[src/rtl/core/ole_pkg.sv]
`default_nettype none
package ole_pkg;
	localparam int unsigned DEPTH_DEF = 16;
	localparam int unsigned DATA_WIDTH_DEF = 16;
	localparam int unsigned OP_W = 4;
	localparam int unsigned POS_W = 5;
	localparam int unsigned VAL_W = 16;
	localparam int unsigned ST_W = 3;

	localparam logic [OP_W-1:0] OP_INSERT_AT     = 4'd0;
	localparam logic [OP_W-1:0] OP_DELETE_AT     = 4'd1;
	localparam logic [OP_W-1:0] OP_DELETE_VALUE  = 4'd2;
	localparam logic [OP_W-1:0] OP_DELETE_BEFORE = 4'd3;
	localparam logic [OP_W-1:0] OP_DELETE_ALL    = 4'd4;
	localparam logic [OP_W-1:0] OP_SEARCH        = 4'd5;
	localparam logic [OP_W-1:0] OP_REMOVE_FIRST  = 4'd6;
	localparam logic [OP_W-1:0] OP_REMOVE_LAST   = 4'd7;
	localparam logic [OP_W-1:0] OP_DEDUP         = 4'd8;

	localparam logic [ST_W-1:0] ST_OK       = 3'd0;
	localparam logic [ST_W-1:0] ST_BADPOS   = 3'd1;
	localparam logic [ST_W-1:0] ST_NOTFOUND = 3'd2;
	localparam logic [ST_W-1:0] ST_EMPTY    = 3'd3;
	localparam logic [ST_W-1:0] ST_FULL     = 3'd4;
	localparam logic [ST_W-1:0] ST_SINGLE   = 3'd5;

	// per-cycle command broadcast from the sequencer to every cell
	typedef enum logic [1:0] {
		CELL_HOLD,
		CELL_INSERT,   // cells above sel_idx take left neighbor, sel_idx takes value
		CELL_COMPACT   // cells at or above sel_idx take right neighbor
	} cell_op_t;
endpackage
`default_nettype wire

[src/rtl/core/ole_cell.sv]
`default_nettype none
module ole_cell
	import ole_pkg::*;
#(
	parameter int unsigned DATA_WIDTH = DATA_WIDTH_DEF,
	parameter int unsigned IDX_W = 4
) (
	input  wire                   clk,
	input  wire [IDX_W-1:0]       my_idx,
	input  wire cell_op_t         cell_op,
	input  wire [IDX_W-1:0]       sel_idx,
	input  wire [DATA_WIDTH-1:0]  ins_value,
	input  wire [DATA_WIDTH-1:0]  left_data,
	input  wire [DATA_WIDTH-1:0]  right_data,
	output logic [DATA_WIDTH-1:0] data
);
	logic [DATA_WIDTH-1:0] data_q;

	always_ff @(posedge clk) begin
		unique case (cell_op)
			CELL_INSERT: begin
				if (my_idx == sel_idx) data_q <= ins_value;
				else if (my_idx > sel_idx) data_q <= left_data;
			end
			CELL_COMPACT: begin
				if (my_idx >= sel_idx) data_q <= right_data;
			end
			default: ;
		endcase
	end

	assign data = data_q;
endmodule
`default_nettype wire

[src/rtl/core/ole_seq.sv]
`default_nettype none
module ole_seq
	import ole_pkg::*;
#(
	parameter int unsigned DEPTH = DEPTH_DEF,
	parameter int unsigned DATA_WIDTH = DATA_WIDTH_DEF,
	parameter int unsigned IDX_W = $clog2(DEPTH),
	parameter int unsigned CNT_W = $clog2(DEPTH + 1)
) (
	input  wire                         clk,
	input  wire                         arst_n,
	input  wire                         in_valid,
	output logic                        in_stall,
	input  wire [OP_W-1:0]              op,
	input  wire [POS_W-1:0]             position,
	input  wire [VAL_W-1:0]             value,
	output logic                        out_valid,
	input  wire                         out_stall,
	output logic [ST_W-1:0]             status,
	output logic [VAL_W-1:0]            data_out,
	output logic [POS_W-1:0]            removed_count,
	output logic [POS_W-1:0]            length_after,
	input  wire [DEPTH*DATA_WIDTH-1:0]  cell_data,
	output cell_op_t                    cell_op,
	output logic [IDX_W-1:0]            sel_idx,
	output logic [DATA_WIDTH-1:0]       ins_value
);
	typedef enum logic [1:0] {S_IDLE, S_SCAN, S_OUT} state_t;

	state_t                state_q;
	logic [OP_W-1:0]       op_q;
	logic [DATA_WIDTH-1:0] val_q;
	logic [CNT_W-1:0]      len_q;
	logic [CNT_W-1:0]      k_q;    // scan index
	logic [CNT_W-1:0]      j_q;    // inner index for dedup
	logic [CNT_W-1:0]      rem_q;
	logic [ST_W-1:0]       st_q;
	logic [VAL_W-1:0]      dout_q;
	logic                  ov_q;

	logic [DATA_WIDTH-1:0] ent [DEPTH];
	always_comb begin
		for (int i = 0; i < DEPTH; i++) ent[i] = cell_data[i*DATA_WIDTH +: DATA_WIDTH];
	end

	logic [DATA_WIDTH-1:0] in_val;
	logic [CNT_W:0]        pos_ext;
	assign in_val  = DATA_WIDTH'(value);
	assign pos_ext = (CNT_W+1)'(position);

	logic [DATA_WIDTH-1:0] ent_k, ent_j;
	assign ent_k = ent[k_q[IDX_W-1:0]];
	assign ent_j = ent[j_q[IDX_W-1:0]];

	assign in_stall  = (state_q != S_IDLE) || ov_q;
	assign out_valid = ov_q;
	assign status        = st_q;
	assign data_out      = dout_q;
	assign removed_count = POS_W'(rem_q);
	assign length_after  = POS_W'(len_q);

	logic take;
	assign take = in_valid && !in_stall;

	// cell command, one per cycle
	always_comb begin
		cell_op   = CELL_HOLD;
		sel_idx   = '0;
		ins_value = in_val;
		if (take) begin
			priority if (op == OP_INSERT_AT) begin
				if (pos_ext <= (CNT_W+1)'(len_q) && len_q != CNT_W'(DEPTH)) begin
					cell_op = CELL_INSERT;
					sel_idx = IDX_W'(position);
				end
			end else if (op == OP_DELETE_AT) begin
				if (len_q != '0 && pos_ext < (CNT_W+1)'(len_q)) begin
					cell_op = CELL_COMPACT;
					sel_idx = IDX_W'(position);
				end
			end else if (op == OP_REMOVE_FIRST) begin
				if (len_q != '0) cell_op = CELL_COMPACT;
			end else begin
			end
		end else if (state_q == S_SCAN) begin
			unique case (op_q)
				OP_DELETE_VALUE, OP_DELETE_ALL: begin
					if (k_q < len_q && ent_k == val_q) begin
						cell_op = CELL_COMPACT;
						sel_idx = k_q[IDX_W-1:0];
					end
				end
				OP_DELETE_BEFORE: begin
					if (k_q < len_q && ent_k == val_q) begin
						cell_op = CELL_COMPACT;
						sel_idx = (k_q == '0) ? IDX_W'(len_q - 1'b1) : IDX_W'(k_q - 1'b1);
					end
				end
				OP_DEDUP: begin
					if (j_q < len_q && ent_j == ent_k) begin
						cell_op = CELL_COMPACT;
						sel_idx = j_q[IDX_W-1:0];
					end
				end
				default: ;
			endcase
		end
	end

	always_ff @(posedge clk or negedge arst_n) begin
		if (!arst_n) begin
			state_q <= S_IDLE;
			ov_q    <= 1'b0;
			len_q   <= '0;
			op_q    <= '0;
			val_q   <= '0;
			k_q     <= '0;
			j_q     <= '0;
			rem_q   <= '0;
			st_q    <= ST_OK;
			dout_q  <= '0;
		end else begin
			if (ov_q && !out_stall) ov_q <= 1'b0;
			unique case (state_q)
				S_IDLE: begin
					if (take) begin
						op_q   <= op;
						val_q  <= in_val;
						k_q    <= '0;
						j_q    <= CNT_W'(1);
						rem_q  <= '0;
						st_q   <= ST_OK;
						dout_q <= '0;
						priority if (op == OP_INSERT_AT) begin
							if (pos_ext > (CNT_W+1)'(len_q)) st_q <= ST_BADPOS;
							else if (len_q == CNT_W'(DEPTH)) st_q <= ST_FULL;
							else len_q <= len_q + 1'b1;
							ov_q <= 1'b1;
						end else if (op == OP_DELETE_AT) begin
							if (len_q == '0) st_q <= ST_EMPTY;
							else if (pos_ext >= (CNT_W+1)'(len_q)) st_q <= ST_BADPOS;
							else begin
								len_q <= len_q - 1'b1;
								rem_q <= CNT_W'(1);
							end
							ov_q <= 1'b1;
						end else if (op == OP_REMOVE_FIRST || op == OP_REMOVE_LAST) begin
							if (len_q == '0) st_q <= ST_EMPTY;
							else begin
								dout_q <= VAL_W'(op == OP_REMOVE_FIRST ? ent[0]
									: ent[IDX_W'(len_q - 1'b1)]);
								len_q  <= len_q - 1'b1;
								rem_q  <= CNT_W'(1);
							end
							ov_q <= 1'b1;
						end else if (op == OP_DELETE_BEFORE) begin
							if (len_q == CNT_W'(1)) begin
								st_q <= ST_SINGLE;
								ov_q <= 1'b1;
							end else state_q <= S_SCAN;
						end else if (op == OP_DELETE_VALUE || op == OP_DELETE_ALL
								|| op == OP_SEARCH || op == OP_DEDUP) begin
							if (len_q == '0) begin
								st_q <= ST_EMPTY;
								ov_q <= 1'b1;
							end else state_q <= S_SCAN;
						end else begin
							ov_q <= 1'b1;
						end
					end
				end
				S_SCAN: begin
					unique case (op_q)
						OP_DELETE_VALUE, OP_DELETE_BEFORE, OP_SEARCH: begin
							if (k_q >= len_q) begin
								st_q    <= ST_NOTFOUND;
								state_q <= S_OUT;
							end else if (ent_k == val_q) begin
								if (op_q != OP_SEARCH) begin
									len_q <= len_q - 1'b1;
									rem_q <= CNT_W'(1);
								end
								state_q <= S_OUT;
							end else k_q <= k_q + 1'b1;
						end
						OP_DELETE_ALL: begin
							if (k_q >= len_q) begin
								if (rem_q == '0) st_q <= ST_NOTFOUND;
								state_q <= S_OUT;
							end else if (ent_k == val_q) begin
								// hold k: the next element slid into place
								len_q <= len_q - 1'b1;
								rem_q <= rem_q + 1'b1;
							end else k_q <= k_q + 1'b1;
						end
						default: begin // dedup
							if (k_q >= len_q) state_q <= S_OUT;
							else if (j_q >= len_q) begin
								k_q <= k_q + 1'b1;
								j_q <= k_q + CNT_W'(2);
							end else if (ent_j == ent_k) begin
								len_q <= len_q - 1'b1;
								rem_q <= rem_q + 1'b1;
							end else j_q <= j_q + 1'b1;
						end
					endcase
				end
				default: begin // S_OUT: cells settle, then present result
					ov_q    <= 1'b1;
					state_q <= S_IDLE;
				end
			endcase
		end
	end
endmodule
`default_nettype wire

[src/rtl/core/ordered_list_engine_unit.sv]
// Insert, position deletes and remove first/last answer directly from idle; value scans
// walk the list in S_SCAN (one list position per cycle) and dedup compares every pair.
// One command at a time: in_stall stays high during a scan and while a result is unread.
// Reset (arst_n low, async) empties the list; cell contents stay undefined until written.
`default_nettype none
module ordered_list_engine_unit
	import ole_pkg::*;
#(
	parameter int unsigned DEPTH = DEPTH_DEF,
	parameter int unsigned DATA_WIDTH = DATA_WIDTH_DEF
) (
	input  wire                     clk,
	input  wire                     arst_n,
	input  wire                     in_valid,
	output logic                    in_stall,
	input  wire [OP_W-1:0]          op,
	input  wire [POS_W-1:0]         position,
	input  wire [VAL_W-1:0]         value,
	output logic                    out_valid,
	input  wire                     out_stall,
	output logic [ST_W-1:0]         status,
	output logic [VAL_W-1:0]        data_out,
	output logic [POS_W-1:0]        removed_count,
	output logic [POS_W-1:0]        length_after
);
	localparam int unsigned IDX_W = $clog2(DEPTH);

	logic [DEPTH*DATA_WIDTH-1:0] cell_data;
	cell_op_t                    cell_op;
	logic [IDX_W-1:0]            sel_idx;
	logic [DATA_WIDTH-1:0]       ins_value;

	ole_seq #(.DEPTH(DEPTH), .DATA_WIDTH(DATA_WIDTH)) u_seq (
		.clk, .arst_n, .in_valid, .in_stall, .op, .position, .value,
		.out_valid, .out_stall, .status, .data_out, .removed_count, .length_after,
		.cell_data, .cell_op, .sel_idx, .ins_value
	);

	for (genvar i = 0; i < DEPTH; i++) begin : g_cell
		logic [DATA_WIDTH-1:0] left_d, right_d;
		if (i == 0) begin : g_l0
			assign left_d = ins_value;
		end else begin : g_l
			assign left_d = cell_data[(i-1)*DATA_WIDTH +: DATA_WIDTH];
		end
		if (i == DEPTH-1) begin : g_rn
			assign right_d = cell_data[i*DATA_WIDTH +: DATA_WIDTH];
		end else begin : g_r
			assign right_d = cell_data[(i+1)*DATA_WIDTH +: DATA_WIDTH];
		end
		ole_cell #(.DATA_WIDTH(DATA_WIDTH), .IDX_W(IDX_W)) u_cell (
			.clk,
			.my_idx(IDX_W'(i)),
			.cell_op, .sel_idx, .ins_value,
			.left_data(left_d), .right_data(right_d),
			.data(cell_data[i*DATA_WIDTH +: DATA_WIDTH])
		);
	end
endmodule
`default_nettype wire

[config.mk]
export PLATFORM = sky130hd
export DESIGN_NAME = ordered_list_engine_unit
export DESIGN_NICKNAME = d
export VERILOG_FILES = /design/src/rtl/core/ole_pkg.sv /design/src/rtl/core/ole_cell.sv /design/src/rtl/core/ole_seq.sv /design/src/rtl/core/ordered_list_engine_unit.sv
export SDC_FILE = /design/constraint.sdc
export NUM_CORES = 1
export LEC_CHECK = 0
export ABC_AREA = 1
export BUFFER_PORTS_ARGS = -buffer_cell sky130_fd_sc_hd__buf_2
export CORE_UTILIZATION = 40
export CTS_CLUSTER_DIAMETER = 50
export DETAILED_ROUTE_END_ITERATION = 6
export GPL_TIMING_DRIVEN = 1
export PLACE_DENSITY_LB_ADDON = 0.2
export SYNTH_ARGS = -nofsm -noshare
export SYNTH_HDL_FRONTEND = slang
export SYNTH_SLANG_ARGS = --single-unit
[constraint.sdc]
create_clock -name clk -period 8.6 [get_ports clk]
set_clock_uncertainty 0.2 [all_clocks]
set_input_delay 0.43 -clock clk [delete_from_list [all_inputs] [get_ports clk]]
set_output_delay 0.43 -clock clk [all_outputs]
set_load 0.1 [all_outputs]
# Word-level counts from Yosys, hierarchy flattened
# Cells that the tools add are included.
[totals]
register_bits = 318
input_bits = 29
out_inout_bits = 31
elab_cells = 412
[classes]
add_sub_neg = 7
order_cmp = 42
n_eq_ne = 96
mux = 187
n_bitwise = 3
reduce_logical = 51
[ops]
columns = ["operator", "n"]
rows = [
  ["$mux W16", 58],
  ["$pmux W16 S2", 15],
  ["$mux W5", 41],
  ["$bmux W16 S4", 3],
  ["$pmux W5 S2", 6],
  ["$ne A3 B1 Y1 const B", 16],
  ["$ne A3 B3 Y1 const B", 15],
  ["$reduce_and A3 Y1", 15],
  ["$mux W2", 22],
  ["$mux W4", 10],
  ["$mux W3", 13],
  ["$eq A16 B16 Y1", 2],
  ["$eq A4 B4 Y1 const A", 8],
  ["$gt A4 B4 Y1 const A", 8],
  ["$ne A2 B1 Y1 const B", 16],
  ["$ge A4 B4 Y1 const A", 7],
  ["$eq A4 B3 Y1 const B", 6],
  ["$add A5 B1 Y5 const B", 4],
  ["$eq A3 B4 Y1 const A", 4],
  ["$eq A4 B2 Y1 const B", 4],
  ["$ge A3 B4 Y1 const A", 4],
  ["$gt A3 B4 Y1 const A", 4],
  ["$ne A4 B3 Y1 const B", 4],
  ["$ge A5 B5 Y1", 3],
  ["other kinds (47)", 98],
]

# Depth between registers and ports, before layout
# Gate-level depths: netlist of the first run.
[depth]
depth_word = 14
depth_mapped = 28
depth_no_buf = 24

# Cells and area by module
# From an unflattened synthesis of the first run, not the netlist that was laid out.
[unflattened]
hier_cells = 5110
hier_area_um2 = 31382.6
[modules_own_cells]
columns = ["mod", "n_inst", "cells_per_inst", "area_each_um2", "seq_area_each_um2"]
rows = [
  ["ole_cell", 16, 161, 1132.3, 480.5],
  ["ole_seq", 1, 2532, 13257.7, 1551.5],
  ["ordered_list_engine_unit", 1, 2, 7.5, 0.0],
]

# Worst setup path before layout of the first run
# Ideal clock, no wire load.
[synth_path]
kind = "reg2reg"
startpoint = "reg u_seq.len_q[0], in the netlist u_seq.length_after[0]"
endpoint = "reg g_cell[10].u_cell.data_q[0] (enable)"
setup_time_ps = 411
arrival_ps = 5019
required_ps = 7989
setup_slack_ps = 2970
stages_incl_launch_ff = 17
n_path_buf = 2
synth_period_minus_slack_ps = 5630
path_cell_list = "dfrtp_1 > inv_1 > clkbuf_1 > clkbuf_1 > ha_1 > nand2_1 > nor2_1 > inv_1 > nand3_1 > o21ai_0 > a22oi_1 > ha_1 > nor2_1 > inv_1 > a21oi_1 > inv_1 > o21ai_0"
[synth_via]
elab_chain_cells = 9
elab_cells_between_ends = 42
cone_classes = "add/sub (1); order compare (6); eq/ne (6); mux (22); reduce/logical (7)"
[synth_lines]
columns = ["element", "line_no", "text"]
rows = [
  ["from (decl)", "ole_seq.sv:33", "logic [CNT_W-1:0] len_q;"],
  ["from (signal assigned)", "ole_seq.sv:137", "else len_q <= len_q + 1'b1;"],
  ["from (signal assigned)", "ole_seq.sv:143", "len_q <= len_q - 1'b1;"],
  ["from (signal assigned)", "ole_seq.sv:152", "len_q <= len_q - 1'b1;"],
  ["$sub A5 B1 Y5, or another cell as far along", "ole_seq.sv:96", "sel_idx = (k_q == '0) ? IDX_W'(len_q - 1'b1) : IDX_W'(k_q - 1'b1);"],
  ["$mux W4, or another cell as far along", "ole_seq.sv:96", ""],
  ["$mux W4, or another cell as far along", "ole_seq.sv:94", "if (k_q < len_q && ent_k == val_q) begin"],
  ["$pmux W4 S3, or another cell as far along", "ole_seq.sv:86", "unique case (op_q)"],
  ["$mux W4, or another cell as far along", "ole_seq.sv:85", "end else if (state_q == S_SCAN) begin"],
  ["$mux W4 / $mux W2 (equally long branches)", "ole_seq.sv:70", "if (take) begin"],
  ["$gt A4 B4 Y1, or another cell as far along", "ole_cell.sv:23", "else if (my_idx > sel_idx) data_q <= left_data;"],
  ["$ne A3 B1 Y1 (no line), or another cell as far along", "n/a", ""],
  ["$reduce_and A3 Y1 (no line) (*)", "n/a", ""],
  ["to (signal assigned)", "ole_cell.sv:22", "if (my_idx == sel_idx) data_q <= ins_value;"],
  ["to (signal assigned)", "ole_cell.sv:23", ""],
  ["to (signal assigned)", "ole_cell.sv:26", "if (my_idx >= sel_idx) data_q <= right_data;"],
  ["to (decl)", "ole_cell.sv:17", "logic [DATA_WIDTH-1:0] data_q;"],
]
# Mark *: on every way between the ends. The rest lies on a longest branch, timed or not.
# A chain may end at the register's enable or synchronous reset.

# Worst setup path after layout of the first run
[layout_path]
startpoint = "reg u_seq.k_q[0]"
endpoint = "reg g_cell[12].u_cell.data_q[8] (enable)"
[layout_via]
elab_chain_cells = 13
elab_cells_between_ends = 32
cone_classes = "add/sub (1); order compare (3); eq/ne (7); mux (15); bitwise (1); reduce/logical (5)"
[layout_lines]
columns = ["element", "line_no", "text"]
rows = [
  ["from (decl)", "ole_seq.sv:34", "logic [CNT_W-1:0] k_q;"],
  ["from (signal assigned)", "ole_seq.sv:184", "end else k_q <= k_q + 1'b1;"],
  ["from (signal assigned)", "ole_seq.sv:194", "end else k_q <= k_q + 1'b1;"],
  ["from (signal assigned)", "ole_seq.sv:199", "k_q <= k_q + 1'b1;"],
  ["$not A4 Y5 (not written as such)", "ole_seq.sv:52", "assign ent_k = ent[k_q[IDX_W-1:0]];"],
  ["$bmux W16 S4", "ole_seq.sv:52", ""],
  ["$mux W16 (not written as such) (2 in a row)", "ole_seq.sv:52", ""],
  ["$eq A16 B16 Y1 (on tied branches)", "ole_seq.sv:100, ole_seq.sv:88, ole_seq.sv:94", ""],
  ["$logic_and A1 B1 Y1 (on tied branches)", "ole_seq.sv:100, ole_seq.sv:88, ole_seq.sv:94", ""],
  ["$mux W4, or another cell as far along", "ole_seq.sv:100", "if (j_q < len_q && ent_j == ent_k) begin"],
  ["$pmux W4 S3 / $pmux W2 S2 (equally long branches)", "ole_seq.sv:86", ""],
  ["$mux W4 / $mux W2 (equally long branches)", "ole_seq.sv:85", ""],
  ["$mux W4 / $mux W2 (equally long branches)", "ole_seq.sv:70", ""],
  ["$gt A4 B4 Y1, or another cell as far along", "ole_cell.sv:23", ""],
  ["$ne A3 B1 Y1 (no line), or another cell as far along", "n/a", ""],
  ["$reduce_and A3 Y1 (no line) (*)", "n/a", ""],
  ["to (signal assigned)", "ole_cell.sv:22", ""],
  ["to (signal assigned)", "ole_cell.sv:23", ""],
  ["to (signal assigned)", "ole_cell.sv:26", ""],
  ["to (decl)", "ole_cell.sv:17", ""],
]
# Mark *: on every way between the ends. The rest lies on a longest branch, timed or not. The select of a mux whose other input is x is not followed.

==> results of run 1 <==
[area by class of cell]
class | count | share of cell area, %
Tap cell | 855 | 3.70
Multi-Input combinational cell | 3130 | 50.1
Timing Repair Buffer | 138 | 3.30
Sequential cell | 318 | 32.0
Clock inverter | 37 | 1.39
Clock buffer | 56 | 4.48
Inverter | 388 | 5.08
[cells in the mapped netlist, types with 2 or more instances]
library cell,n
nand4_1,17
nand2_2,19
clkinv_2,3
ha_1,29
inv_1,357
buf_4,15
o311ai_0,32
buf_1,27
o21ai_1,21
buf_6,11
nand3_1,772
xnor2_1,5
inv_2,17
nor2_4,8
nor2_2,11
clkbuf_1,130
o31ai_1,18
dfrtp_1,62
a21oi_1,172
nor2_1,109
or2_2,3
o2111ai_1,4
o211ai_1,65
a211oi_1,2
nand2_1,1590
nand2_4,3
o22ai_1,3
o32ai_1,3
edfxtp_1,256
clkinv_1,10
nor3_1,11
buf_2,114
xor2_1,10
o21ai_0,208
o21a_1,4
nor3b_1,2
[critical path: cells and delay by family (launching register included)]
| kind | cells | cell delay, ns |
|---|---|---|
| and+or+nand+nor | 15 | 2.49 |
| buffers and inverters | 5 | 1.65 |
| AOI/OAI and AO/OA | 3 | 1.01 |
| DFF | 1 | 0.74 |
| adders and majority gates | 1 | 0.39 |
[per-layer routing]
metal	vias up	part of all wire (%)
met1	13700	41
met4	2	5.1
met5	-	0.011
met3	337	14
met2	2229	40
li1	13400	-
[repair_timing]
action,CTS,global route
endpoints found under the hold margin,29,0
setup endpoints to repair,0,0
hold buffers,15,0
[flip-flops by register name, indices dropped and copies added, names as in the netlist, 4 cells and up]
register / flops
g_cell.u_cell.data: 256
u_seq.data_out: 16
u_seq.val_q: 16
u_seq.j_q: 5
u_seq.k_q: 5
u_seq.length_after: 5
u_seq.removed_count: 5
u_seq.op_q: 4
[cell families (layout without fill, tap and decap cells)]
| kind of cell | count (synthesis) | after routing |
|---|---|---|
| AOI/OAI and AO/OA | 540 | 540 |
| buffers and inverters | 685 | 619 |
| adders and majority gates | 29 | 29 |
| and+or+nand+nor | 2546 | 2546 |
| DFF | 318 | 318 |
| xor gates and xnor gates | 15 | 15 |
[power by group]
part / leakage (nW) / switching, mW / total (mW) / internal, mW
clock network: 0.825 / 0.861 / 2.16 / 1.30
logic: 9.64 / 4.37 / 5.85 / 1.48
registers: 3.12 / 0.301 / 2.20 / 1.90
[path summary, 6_finish.rpt]
path	end	slack, ns	depth (start not counted)	start
min reg2reg	u_seq.out_valid	0.28	2	u_seq.state_q[1]
max reg2reg	g_cell[12].u_cell.data[8]	1.68	24	u_seq.k_q[0]
min	u_seq.data_out[12]	0.04	2	arst_n
max	g_cell[12].u_cell.data[8]	1.68	24	u_seq.k_q[0]
min in group clk	g_cell[15].u_cell.data[7]	0.07	3	value[7]
max in group asynchronous	u_seq.k_q[0]	7.05	3	arst_n
[stage by stage]
| step | power, mW | hold WS, ns |
|---|---|---|
| after global placement | 7.73 | 0.147 |
| final | 10.2 | 0.0434 |
| after CTS | 9.93 | 0.0416 |
| after floorplan | 5.88 | -0.0656 |
| after global routing | 10.7 | 0.0732 |
| after detailed placement | 7.77 | 0.146 |
==> metrics.yaml, run 1 <==
layout_common_cells: "1,590 x nand2_1, 771 x nand3_1, 355 x inv_1, 256 x edfxtp_1, 206 x o21ai_0"
synth-main-ff-cell: "edfxtp_1"
postSynthCellCount: 4133
routed_wl_um: 119000
setup.worst_path.class: "register to register"
cts_max_level: 2
synth_edf_count: 256
drive_above_1_share_pct: 7.11
synth_xor_area_share_pct: 0.497
grt_use_met1_pct: 49.6
syn_avg_cell_area_um2: 6.40
setup.worst_path.end_class: "register"
synth_cell_types: 46
cts_tree: "done"
dpl.cell_count: 4814
die_h_um: 259
filler_cell_count: 6865
clockRootBuffer: "clkbuf_16"
drtIter0Drc: 4725
min_path_type: "input pin to async pin"
yosys_warnings: 0
gp_congestion: 0.973
rsz0062_at_grt: "false"
tns_ns: 0
vdd_drop_max_v: 0.000269
crit_chain: "inv_4 -> buf_4 -> nand2_1 -> nand3_1 -> nand2_1 -> nand2_1 -> nand2_1 -> nor2_1 -> nand2_1 -> nand2_1 -> nor2_1 -> nand2_1 -> nor2_2 -> nand2_1 -> inv_1 -> a32o_1 -> a22oi_1 -> inv_1 -> ha_4 -> nor2_1 -> inv_1 -> a21oi_2 -> nor2_1 -> nand2_1"
ys_ff_latch: 318
yosysTopAreaCellShare_pct: 29.1
cts_resized: 0
core_um2: 64900
clkTransAtPathRegs_ns: 0.06
synthSimpleGateAreaFrac_pct: 40.7
diodes: 0
via_per_inst: 6.03
multi_input_area_um2: 14500
slew_viol_final: 0
hold_violations: 0
arrival_ns: 6.96
synth_compound_area_share_pct: 11.7
synthAdderAreaFrac_pct: 1.37
cp.required_ns: 8.63
grt-busiest-layer: "met1"
cp_max_fo: 63
clock_sink_count: 318
drc_errors: 1
portBuffers: 59
clk_latency_ns: 0.63
ys_seq_area_share_pct: 34.9
start_util_pct: 40.7
nNetsFinal: 4084
syn2layout_area_growth_pct: 9.34
grt_max_degree: 134
overflow: 0
post-place-ws_ns: 1.85
fin_ws_ns: 1.68
final_util_pct: 44.5
netlist.top_cell.by_area: "edfxtp_1"
ant_nets: 0
violations: "design-rule violations"
finalCritPeriodShare_pct: 80.5
mostFrequentLayoutCell: "nand2_1"
use_met2_pct: 48.6
synth_area_leaders: "edfxtp_1 29%, nand2_1 23%, nand3_1 15%"
syn-cell-area_um2: 26400
setup_violations: 0
grt_pass1_wl_um: 177000
min_period_ns: 6.92
syn_nets: 4191
synthArstFlopShare_pct: 19.5
crit_top_cell: "nand2_1"
grt.total_usage_pct: 35.0
status: "complete, but fails checks"
grtUsageMet3_pct: 9.52
slowest_delay_ns: 0.79
p_leak_nw: 13.6
fmax_mhz: 144
post_cts_buffers: 0
seq_area_um2: 9250
worst_pin_slew_ns: 1.43
rows: 93
num_vias: 29700
fin_cells: 4922
crit_slowest_cell: "nand2_1"
final_area_um2: 28900
antenna_found_initial: 1
die-area_um2: 67200
max-cap-violations: 0
grt_pass1_vias: 27000
crit_path_start_kind: "register"
place_area_um2: 27100
clock_path_buffers: 3
dr.pass1.iters: 7
synth_top_family_by_area: "simple AND/OR/NAND/NOR gates"
power_density_nw_per_um2: 353
pin_count: 60
die_x_um: 259
synthMuxAreaShare_pct: 0
relSlewSlack_pct: 3.38
wl_per_cell_um: 24.3
cts_buffers: 50
hpwlAfterDp_um: 74900
Power figures use the tool's default switching activity.
==> run 2, diff against run 1 <==
- ABC_AREA: 1 -> 0
- clock period: 8.6 -> 6.2 ns (I/O delays scaled with it)
==> run 2 against run 1 <==
Against the previous run: the run now ends clean; hold slack better by 0.16 ns; total power is 21% higher; core utilization is 2.0 points higher; sequential share of layout area is 1.7 points higher; sequential cell count stayed put; non-clock buffer count is 80 higher; setup slack worse by 1.5 ns; sequential power is 37% higher; critical path type unchanged; critical endpoint is now g_cell[8].u_cell.data[14]; largest cell class unchanged.
==> metrics.yaml, run 2 <==
setup.worst_path.class: "register to register"  # unchanged
seq_power_share_pct: 24.4  # was 21.6%
cp.required_ns: 6.30  # was 8.63 ns
p_sw_share_pct: 46.0  # was 54.2%
final_util_pct: 46.5  # was 44.5%
cts_max_level: 2  # unchanged
drive_above_1_share_pct: 23.4  # was 7.11%
core_um2: 59000  # was 64,900 µm²
synth-main-ff-cell: "edfxtp_1"  # unchanged
cts_resized: 0  # unchanged
crit_path_start_kind: "register"  # unchanged
mostFrequentLayoutCell: "nand2_1"  # unchanged
synth_most_common_cell: "nand2_1"  # unchanged
synth.top_cells.by_count: "272 x nand2_1, 256 x edfxtp_1, 247 x mux2i_1"  # was 1,590 x nand2_1, 772 x nand3_1, 357 x inv_1
reg2reg_depth: 13  # was 24
p_sw_mw: 5.67  # was 5.53 mW
dr.pass1.iters: 6  # was 7
synthArstFlopShare_pct: 19.5  # unchanged
ys_ff_latch: 318  # unchanged
critPathCapture: "g_cell[8].u_cell.data[14]"  # was g_cell[12].u_cell.data[8]
largest_reg_flops: 256  # unchanged
grtUsageMet3_pct: 6.91  # was 9.52%
fmax_mhz: 167  # was 144 MHz
die_x_um: 247  # was 259 µm
grt-busiest-layer: "met2"  # was met1
syn_avg_cell_area_um2: 11.0  # was 6.40 µm²
r2r_end: "g_cell[8].u_cell.data[14]"  # was g_cell[12].u_cell.data[8]
layout_common_cells: "271 x nand2_1, 256 x edfxtp_1, 247 x mux2i_1, 227 x o21ai_0, 165 x mux4_2"  # was 1,590 x nand2_1, 771 x nand3_1, 355 x inv_1, 256 x edfxtp_1, 206 x o21ai_0
start_util_pct: 40.5  # was 40.7%
synth_cell_types: 81  # was 46
max-cap-violations: 0  # unchanged
worst_pin_slew_ns: 1.22  # was 1.43 ns
wl_per_cell_um: 31.6  # was 24.3 µm
vdd_drop_max_v: 0.000458  # was 0.000269 V
slew_viol_final: 0  # unchanged
nNetsFinal: 2305  # was 4,084
drc_errors: 0  # was 1
rsz0062_at_grt: "false"  # unchanged
p_leak_nw: 10.1  # was 13.6 nW
cts_tree: "done"  # unchanged
num_vias: 20600  # was 29,700
clock_sink_count: 318  # unchanged
pin_count: 60  # unchanged
ys_seq_area_share_pct: 38.6  # was 34.9%
regToRegSetupSlack_ns: 0.21  # was 1.68 ns
clock_path_buffers: 3  # unchanged
syn2layout_area_growth_pct: 14.8  # was 9.34%
setup_violations: 0  # unchanged
die-area_um2: 60800  # was 67,200 µm²
grt_max_degree: 170  # was 134
rows: 89  # was 93
power_density_nw_per_um2: 449  # was 353 nW/µm²
pwr-share-clk_pct: 22.1  # was 21.2%
crit_start: "u_seq.k_q[1]"  # was u_seq.k_q[0]
fin_total_pwr_mw: 12.3  # was 10.2 mW
cts_buffers: 46  # was 50
cp_max_fo: 36  # was 63
synth_area_leaders: "edfxtp_1 32%, mux4_2 16%, mux2i_1 10%"  # was edfxtp_1 29%, nand2_1 23%, nand3_1 15%
relSlewSlack_pct: 18.4  # was 3.38%
holdBufCountCts: 23  # was 15
tns_ns: 0  # unchanged
fin_cells: 3061  # was 4,922
dpl.cell_count: 2949  # was 4,814
use_met2_pct: 47.7  # was 48.6%
overflow: 0  # unchanged
grt_use_met1_pct: 44.0  # was 49.6%
portBuffers: 59  # unchanged
setup.worst_path.end_class: "register"  # unchanged
filler_cell_count: 5382  # was 6,865
synth_edf_count: 256  # unchanged
routed_wl_um: 96600  # was 119,000 µm
netlist.top_cell.by_area: "edfxtp_1"  # unchanged
p_comb_share_pct: 53.4  # was 57.2%
holdWs_ns: 0.199  # was 0.0434 ns
post_cts_buffers: 0  # unchanged
yosysTopAreaCellShare_pct: 32.1  # was 29.1%
gp_congestion: 0.999  # was 0.973
clockRootBuffer: "clkbuf_16"  # unchanged
die_h_um: 247  # was 259 µm
clk_latency_ns: 0.62  # was 0.63 ns
r2r-start: "u_seq.k_q[1]"  # was u_seq.k_q[0]
finalCritPeriodShare_pct: 96.7  # was 80.5%
grt_pass1_wl_um: 140000  # was 177,000 µm
grt.total_usage_pct: 31.9  # was 35.0%
syn_nets: 2228  # was 4,191
antenna_found_initial: 4  # was 1
postSynthCellCount: 2170  # was 4,133
ant_nets: 0  # unchanged
min_path_type: "input pin to async pin"  # unchanged
clkTransAtPathRegs_ns: 0.06  # about the same
grt_pass1_vias: 19500  # was 27,000
status: "finished, final reports clean"  # was complete, but fails checks
arrival_ns: 6.10  # was 6.96 ns
via_per_inst: 6.73  # was 6.03
min_period_ns: 5.99  # was 6.92 ns
hpwlAfterDp_um: 67100  # was 74,900 µm
syn-cell-area_um2: 23900  # was 26,400 µm²
p_int_mw: 6.66  # was 4.68 mW
hold_violations: 0  # unchanged
yosys_warnings: 0  # unchanged
drtIter0Drc: 2931  # was 4,725
==> run 2: area by class of cell <==
type | instances | area (µm²) | area share [%]
antenna | 3 | 7.51 | 0.0273
multi-input combinational | 1633 | 13800 | 50.2
timing repair buffer | 218 | 1770 | 6.46
sequential | 318 | 9260 | 33.7
tap | 773 | 967 | 3.52
inverter | 30 | 113 | 0.410
clock inverter | 30 | 319 | 1.16
clock buffer | 56 | 1240 | 4.51
==> run 2: power groups by stage <==
stage	registers (mW)	clock network [mW]	logic, mW
2_1_floorplan	3.27	0	3.99
3_3_place_gp	3.02	0	6.36
3_5_place_dp	3.03	0	6.41
4_1_cts	2.99	2.75	6.45
5_1_grt	3.03	2.83	6.88
6_report	3.01	2.73	6.58
==> run 2: through the flow <==
| step | worst slack [ns] | cell area [µm²] |
|---|---|---|
| 2_1_floorplan | 0.697 | 23900 |
| 3_3_place_gp | 0.334 | 25700 |
| 3_5_place_dp | 0.339 | 25700 |
| 4_1_cts | 0.302 | 27400 |
| 5_1_grt | 0.0168 | 27400 |
| 6_report | 0.205 | 27500 |
==> run 2: cell families (layout without fill, tap and decap cells) <==
group	after synthesis	in the layout	share of synthesized area (%)
and+or+nand+nor	591	591	12.3
AOI/OAI and AO/OA	525	525	14.2
muxes	458	458	28.0
DFF	318	318	38.6
buffers and inverters	219	334	4.25
xor gates and xnor gates	30	30	1.10
adders and majority gates	29	29	1.52
other	0	3	0
==> run 2: layer usage <==
| layer | vias to the layer above | routed length [µm] |
|---|---|---|
| met4 | 2 | 4700 |
| met5 | - | 11 |
| met2 | 1403 | 42400 |
| met1 | 10300 | 38900 |
| li1 | 8620 | - |
| met3 | 250 | 10700 |
==> run 2: worst max-delay path, stage by stage (launching register included) <==
cell and delay [ns]:
dfrtp_4 0.94, buf_4 0.44, mux4_2 0.55, o22ai_1 0.37, a21oi_1 0.14, xnor2_1 0.31
nand2_1 0.08, or4_4 0.56, nor4_4 0.42, a221o_1 0.38, nand4_2 0.55, buf_12 0.38
mux2i_1 0.19, o21ai_0 0.15
==> run 2: worst min path at each step <==
| stage | start | end | slack (ns) |
|---|---|---|---|
| 6_report | arst_n | u_seq.val_q[3] | 0.20 |
| 5_1_grt | in_valid | u_seq.val_q[14] | 0.22 |
| 4_1_cts | in_valid | u_seq.val_q[3] | 0.16 |
| 3_5_place_dp | u_seq.data_out[14] | u_seq.data_out[14] | 0.27 |
| 3_3_place_gp | u_seq.data_out[15] | u_seq.data_out[15] | 0.26 |
| 2_1_floorplan | arst_n | u_seq.data_out[0] | -0.19 |
